### config.mk
export PLATFORM = sky130hd
export DESIGN_NAME = cht_mod_unit
export DESIGN_NICKNAME = d
export VERILOG_FILES = /design/src/rtl/assert_macros.svh /design/src/rtl/cht_pkg.sv /design/src/rtl/cht_mod_unit.sv
export SDC_FILE = /design/constraint.sdc
export NUM_CORES = 1
export LEC_CHECK = 0
export BUFFER_PORTS_ARGS = -buffer_cell sky130_fd_sc_hd__buf_2
export CAP_MARGIN = 20
export CORE_MARGIN = 2
export CORE_UTILIZATION = 59
export CTS_CLUSTER_SIZE = 30
export DETAILED_ROUTE_END_ITERATION = 6
export PLACE_DENSITY_LB_ADDON = 0.3
export SLEW_MARGIN = 10
export SYNTH_ARGS = -nofsm -noshare
export SYNTH_HDL_FRONTEND = slang
export SYNTH_SLANG_ARGS = --single-unit
### constraint.sdc
create_clock -name clk -period 11.57 [get_ports clk]
set_input_delay 2.314 -clock clk [delete_from_list [all_inputs] [get_ports clk]]
set_output_delay 2.314 -clock clk [all_outputs]
set_load 0.005 [all_outputs]
### src/rtl/assert_macros.svh
// assertion macros used by the rtl top level
// both macros expect signals named clk and rst in the using scope
`ifndef ASSERT_MACROS_SVH
`define ASSERT_MACROS_SVH

// antecedent implies consequent in the same cycle
`define CHT_ASSERT_SAME(lbl, ante, cons) \
  lbl: assert property (@(posedge clk) disable iff (rst) (ante) |-> (cons)) \
    else $error("chained hash table assertion failed");

// antecedent implies consequent in the next cycle
`define CHT_ASSERT_NEXT(lbl, ante, cons) \
  lbl: assert property (@(posedge clk) disable iff (rst) (ante) |=> (cons)) \
    else $error("chained hash table assertion failed");

`endif

### src/rtl/cht_pkg.sv
// shared types and constants of the chained hash table
// no dependencies
package cht_pkg;

  localparam int MODE_W   = 2;
  localparam int KEY_W    = 31;
  localparam int VAL_W    = 16;
  localparam int STATUS_W = 2;
  localparam int CFG_W    = 8;

  localparam logic [CFG_W-1:0] CFG_RESET = 8'd100;

  // remainder unit: DIV_BITS quotient bits per cycle
  localparam int DIV_BITS  = 4;
  localparam int DIV_STEPS = (KEY_W + DIV_BITS - 1) / DIV_BITS;
  localparam int DIV_PAD_W = DIV_STEPS * DIV_BITS;
  localparam int DIV_CNT_W = (DIV_STEPS > 1) ? $clog2(DIV_STEPS) : 1;

  typedef enum logic [MODE_W-1:0] {
    MODE_INSERT = 2'd0,
    MODE_FIND   = 2'd1,
    MODE_DELETE = 2'd2
  } mode_t;

  typedef enum logic [STATUS_W-1:0] {
    ST_DONE    = 2'd0,
    ST_FULL    = 2'd1,
    ST_MISSING = 2'd2
  } status_t;

  typedef struct packed {
    logic [KEY_W-1:0] key;
    logic [VAL_W-1:0] value;
  } entry_t;

endpackage

### src/rtl/cht_mod_unit.sv
// iterative remainder unit: key modulo bucket count, DIV_BITS bits per cycle
// depends on cht_pkg
module cht_mod_unit (
  input  logic                      clk,
  input  logic                      rst,
  input  logic                      start,
  input  logic [cht_pkg::KEY_W-1:0] dividend,
  input  logic [cht_pkg::CFG_W-1:0] divisor,
  output logic                      done,
  output logic [cht_pkg::CFG_W-1:0] rem
);
  import cht_pkg::*;

  logic                 busy;
  logic [DIV_CNT_W-1:0] cnt;
  logic [DIV_PAD_W-1:0] shift;
  logic [CFG_W-1:0]     rem_acc;
  logic [DIV_PAD_W-1:0] shift_next;
  logic [CFG_W-1:0]     rem_next;

  // restoring steps, remainder stays below the divisor so 9 bits suffice
  always_comb begin : step_logic
    logic [CFG_W:0]       t;
    logic [CFG_W-1:0]     r;
    logic [DIV_PAD_W-1:0] s;
    r = rem_acc;
    s = shift;
    for (int j = 0; j < DIV_BITS; j++) begin
      t = {r, s[DIV_PAD_W-1]};
      s = {s[DIV_PAD_W-2:0], 1'b0};
      if (t >= {1'b0, divisor}) begin
        t = t - {1'b0, divisor};
      end
      r = t[CFG_W-1:0];
    end
    rem_next   = r;
    shift_next = s;
  end

  always_ff @(posedge clk) begin
    if (rst) begin
      busy <= 1'b0;
      done <= 1'b0;
      cnt  <= '0;
    end else begin
      done <= 1'b0;
      if (start) begin
        busy <= 1'b1;
        cnt  <= '0;
      end else if (busy) begin
        cnt <= cnt + 1'b1;
        if (cnt == DIV_CNT_W'(DIV_STEPS - 1)) begin
          busy <= 1'b0;
          done <= 1'b1;
        end
      end
    end
  end

  always_ff @(posedge clk) begin
    if (start) begin
      shift   <= DIV_PAD_W'(dividend);
      rem_acc <= '0;
    end else if (busy) begin
      shift   <= shift_next;
      rem_acc <= rem_next;
    end
  end

  assign rem = rem_acc;

endmodule

[After elaboration in Yosys (flattened, before gate mapping)]
Cells that the tools add are included.
Storage, ports and cells
  flip-flop bits (word level): 45
  word-level logic and storage cells: 30
  input bits: 42
  output and inout port bits: 9
Cells by class
  bitwise operators: 1
  $add $sub $neg: 5
  order comparisons: 4
  eq/ne operators: 1
  multiplexer cells: 10
  reduce and logical (&&, ||, !) cells: 3
Operators by type and width (number)
  31-bit two-way mux: 2
  9-bit by 8-bit greater-or-equal comparator with 1-bit output: 4
  8-bit two-way mux: 4
  8-bit subtractor: 4
  1-bit two-way mux: 4
  3-bit by 1-bit adder with 3-bit output, second input constant: 1
  3-bit equality test, second input constant: 1
  3-bit OR reduction: 1
  2-bit nonzero test: 1
  2-bit OR reduction: 1
  1-bit inverter: 1

[Depth between registers and ports, before layout]
  word-level depth: 8
  gate-level depth with buffers: 38

[Least setup slack after synthesis]
OpenSTA, ideal clock, no wires.
  kind: input -> register
  start point: input divisor[1] in the netlist's numbering
  end point: register rem_acc[1], in the netlist rem[1]
  setup slack: 2.403 ns
  path buffers: 2
  data required time: 11.444 ns
  arrival time: 9.042 ns
  stages on the path: 37
  cells stage by stage: inv_1 -> ha_1 -> nand2b_1 -> a21oi_2 -> o221ai_2 -> nand3_1 -> nand2_1 -> a21boi_0 -> ha_1 -> nor2b_1 -> o31ai_1 -> a21oi_1 -> nand2_1 -> and2_1 -> nand2_1 -> clkbuf_1 -> o21ai_0 -> inv_1 -> ha_1 -> nor2b_1 -> o21ai_0 -> a21o_1 -> a21oi_1 -> a21o_1 -> a31oi_4 -> buf_4 -> nor2_1 -> or2_1 -> ha_1 -> or2_2 -> a21oi_1 -> a31oi_1 -> o21ai_0 -> nand2b_1 -> or4b_1 -> o41ai_1 -> o21ai_1
Between the ends
  word-level cells in the longest chain between the ends: 8
  elaborated cells on any way between the ends: 12
RTL lines
  start: declaration: line cht_mod_unit.sv:8  | input logic [cht_pkg::CFG_W-1:0] divisor,
  8-bit subtractor / 9-bit by 8-bit greater-or-equal comparator with 1-bit output (equally long branches): line cht_mod_unit.sv:32, cht_mod_unit.sv:31
  8-bit two-way mux: line cht_mod_unit.sv:31  | if (t >= {1'b0, divisor}) begin
  8-bit subtractor / 9-bit by 8-bit greater-or-equal comparator with 1-bit output (equally long branches): line cht_mod_unit.sv:32, cht_mod_unit.sv:31
  8-bit two-way mux: line cht_mod_unit.sv:31
  9-bit by 8-bit greater-or-equal comparator with 1-bit output / 8-bit subtractor (equally long branches): line cht_mod_unit.sv:31, cht_mod_unit.sv:32
  8-bit two-way mux: line cht_mod_unit.sv:31
  8-bit subtractor / 9-bit by 8-bit greater-or-equal comparator with 1-bit output (equally long branches): line cht_mod_unit.sv:32, cht_mod_unit.sv:31
  8-bit two-way mux *: line cht_mod_unit.sv:31
  end signal: assignment: line cht_mod_unit.sv:66  | rem_acc <= rem_next;
  end: declaration: line cht_mod_unit.sv:17  | logic [CFG_W-1:0] rem_acc;
Every way passes the cells marked *; elsewhere a longest branch is shown, timed or not.
A chain may end at the register's enable or synchronous reset.

[Worst setup path after layout]
Ends and elaborated chain as after synthesis.

==> flow_metrics.tcl <==
set metrics [dict create \
    outcome "finished, final reports clean" \
    synth_top_family_by_area "compound AO/OA/AOI/OAI gates" \
    startpoint "divisor[1]" \
    route.final.wire_length_microns 9200 \
    avgSynthCellArea_sq_um 9.73 \
    row_count 28 \
    timing.critical_path.slowest_stage_cell "or4b_1" \
    layout.filler_cells 467 \
    crit_type "in2reg" \
    postSynthNetCount 462 \
    globalplace.congestion 0.924 \
    final-seq-area_sq_mm 0.00121 \
    dr.first_iter.drc_count 262 \
    postSynthCellCount 382 \
    cts-buffers-inserted 5 \
    synth.cell_area_sq_mm 0.00372 \
    number_of_global_route_vias_before_repair 2993 \
    async_flop_share_pct 0 \
    postCtsSetupBuffers 0 \
    synth-edff-count 31 \
    final-setup-viol-count 0 \
    synth_seq_cells 45 \
    drv.max_cap_violation_count 0 \
    multiplexer_share_of_the_synthesized_area_pct 10.1 \
    die_height_microns 83.4 \
    post_cts_resized 0 \
    wl_per_cell_microns 18.1 \
    netlist-cell-type-count 57 \
    boundaryPins 51 \
    multi_input_area_sq_mm 0.00238 \
    critPathMaxFanout 16 \
    timing.critical_path.to_type "flop" \
    grt_first_pass_wirelength_microns 15000 \
    maxSlewViolCount 0 \
    post_route_cells_drive_above_1_share_pct 22.9 \
    reg2reg_from "rem[0]" \
    final.min_clock_period_ns 10.24 \
    worst_clock_skew_ns 0.00732 \
    detail_route.drc_violations 0 \
    totalNegativeSetupSlack_ns 0 \
    hold_viol 0 \
    number_of_buffers_between_clock_root_and_the_deepest_sink 2 \
    post_drt_via_cell_ratio 6.18 \
    fp.dieW_microns 83.4 \
    maximum_number_of_pins_on_one_net_before_global_route_repair 41 \
    clk_pin_slew_worst_paths_ns 0.09 \
    layout_worst_path_cycle_share_pct 88.5 \
    htreeDepth 2 \
    clock_sink_count 45 \
    synth_compound_area_share_pct 20.3 \
    timing.reg2reg.worst_path_depth 34 \
    synth-seq-area-share_pct 32.6 \
    final_antenna_net_count 0 \
    cp-endpoint "rem[1]" \
    finalInstanceArea_sq_mm 0.00417 \
    via_count 3139 \
    worstReg2RegEnd "rem[1]" \
    required_ns 11.75 \
    synth-warning-count 0 \
    drtPass1Iterations 5 \
    rsz0062_at_grt "no" \
    antenna_found_initial 0 \
    regToRegSetupSlack_ns 3.30 \
    sum_of_overflow_across_all_layers_after_global_routing 0 \
    starting_utilization_of_the_core_area_pct 62.0 \
    n_antenna_cell 0 \
    cts-root-buf "clkbuf_8" \
    critPathArrivalTime_ns 10.42 \
    simple_gate_share_of_the_synthesized_area_pct 15.2 \
    nNetsFinal 512 \
    hold_buffers 0 \
    clk_latency_ns 0.30 \
    dp.final_hpwl_microns 6980 \
    hold_path.class "reg2reg" \
    crit_path_max_incr_delay_ns 0.53 \
    parity_gate_share_of_the_synthesized_area_counting_xor_and_xnor_cells_pct 4.71 \
    fp.coreArea_sq_mm 0.00599 \
    synth_adder_area_share_pct 13.6 \
    cts_tree "built" \
    post_dp_cell_area_sq_mm 0.00403 \
    port-buffer-count 50 \
    synth-main-ff-cell "edfxtp_1" \
    maxClockFrequency_ghz 0.0976 \
    areaGrowthSynthToFinish_pct 12.1 \
    worstSetupStartpointType "input port" \
    grtUsageTotal_pct 27.1 \
    tightest_slew_ns 0.769 \
    path_common_cell "ha_1" \
    fp.dieArea_sq_mm 0.00695 \
    max-slew-margin-rel_pct 48.7 \
]
[layout by cell type (no fill, tap or decap), types with 10 or more instances in the layout]
master,synthesis,layout
o21ai_0,13,13
ha_1,34,34
a21oi_1,19,19
mux2_2,29,29
buf_2,0,50
nor2_1,25,25
nor3_1,10,10
dfxtp_1,14,14
nand2_1,20,20
xnor2_1,13,13
edfxtp_1,31,31
inv_1,25,25
a21o_1,13,13
[per-stage QoR]
step                      worst slack (ns)  hold WS [ns]  utilization [%]  std cells
final                                 1.33         0.509             69.5        508
after global routing                 0.565         0.522             69.5        508
after CTS                             1.51         0.510             69.1        507
after detailed placement              1.24         0.493             67.2        499
after global placement                1.60         0.476             67.2        499
after floorplan                       2.40         0.456                -        382
[metal layers]
layer	vias up	part of all wire, %	GRT usage (%)
met3	22	6.8	4.08
li1	1530	-	-
met1	1455	46	39.2
met2	132	45	42.2
met5	-	0	0
met4	0	2.1	7.45
[kinds of logic (layout without fill, tap and decap cells)]
logic type	count (synthesis)	count (layout)
AO/OA/AOI/OAI	103	103
XOR/XNOR	20	20
adder cells (fa/ha/maj)	38	38
buffers and inverters	33	84
flip-flops	45	45
multiplexers	34	34
AND/OR/NAND/NOR	109	109
[worst min-delay path by stage]
stage / slack [ns] / endpoint / startpoint / cells after the start
after floorplan: 0.46 / shift[31] / shift[27] / 2
after global placement: 0.48 / shift[31] / shift[31] / 2
after detailed placement: 0.49 / shift[31] / shift[27] / 2
after CTS: 0.51 / rem[2] / rem[2] / 2
after global routing: 0.52 / rem[2] / rem[2] / 2
final: 0.51 / rem[2] / rem[2] / 2
[cells in the mapped netlist, types with 3 or more instances]
cell	instances	area [sq um]
o21ai_0	13	65.1
a21oi_2	3	26.3
inv_1	25	93.8
mux2i_1	5	50.1
o2111ai_1	4	35.0
o211a_1	6	60.1
xnor2_1	13	114
nand4_1	6	37.5
nor3_1	10	50.1
or2_1	5	31.3
mux2_2	29	327
and2_1	5	31.3
dfxtp_1	14	280
nand3_1	9	45.0
clkbuf_1	6	22.5
xor2_1	7	61.3
fa_1	4	80.1
or2_2	3	18.8
nand2_1	20	75.1
o21ai_1	5	25.0
o21a_1	9	67.6
edfxtp_1	31	931
o211ai_1	6	45.0
a21o_1	13	97.6
a21oi_1	19	95.1
nor2b_1	9	56.3
ha_1	34	425
nor2_1	25	93.8
nand2b_1	6	37.5
[sequential cells by signal, indices dropped and copies added (netlist names)]
signal and count:
busy 1, shift 32, cnt 3, rem 8
done 1
[cell type report]
type	count	area share, %
Clock buffer	6	1.74
Multi-Input combinational cell	304	57.1
Timing Repair Buffer	51	6.67
Clock inverter	2	0.931
Inverter	25	2.25
Tap cell	75	2.25
Sequential cell	45	29.1
[worst max-delay path, delay by kind of cell]
kind / cells / cell delay, ns
compound gates: 16 / 3.42
simple gates: 13 / 2.83
fa+ha+maj: 4 / 1.31
buf+inv: 3 / 0.51
Power is not shown: default switching activity piles up to over one toggle a cycle in this logic, so the estimate is an artifact.
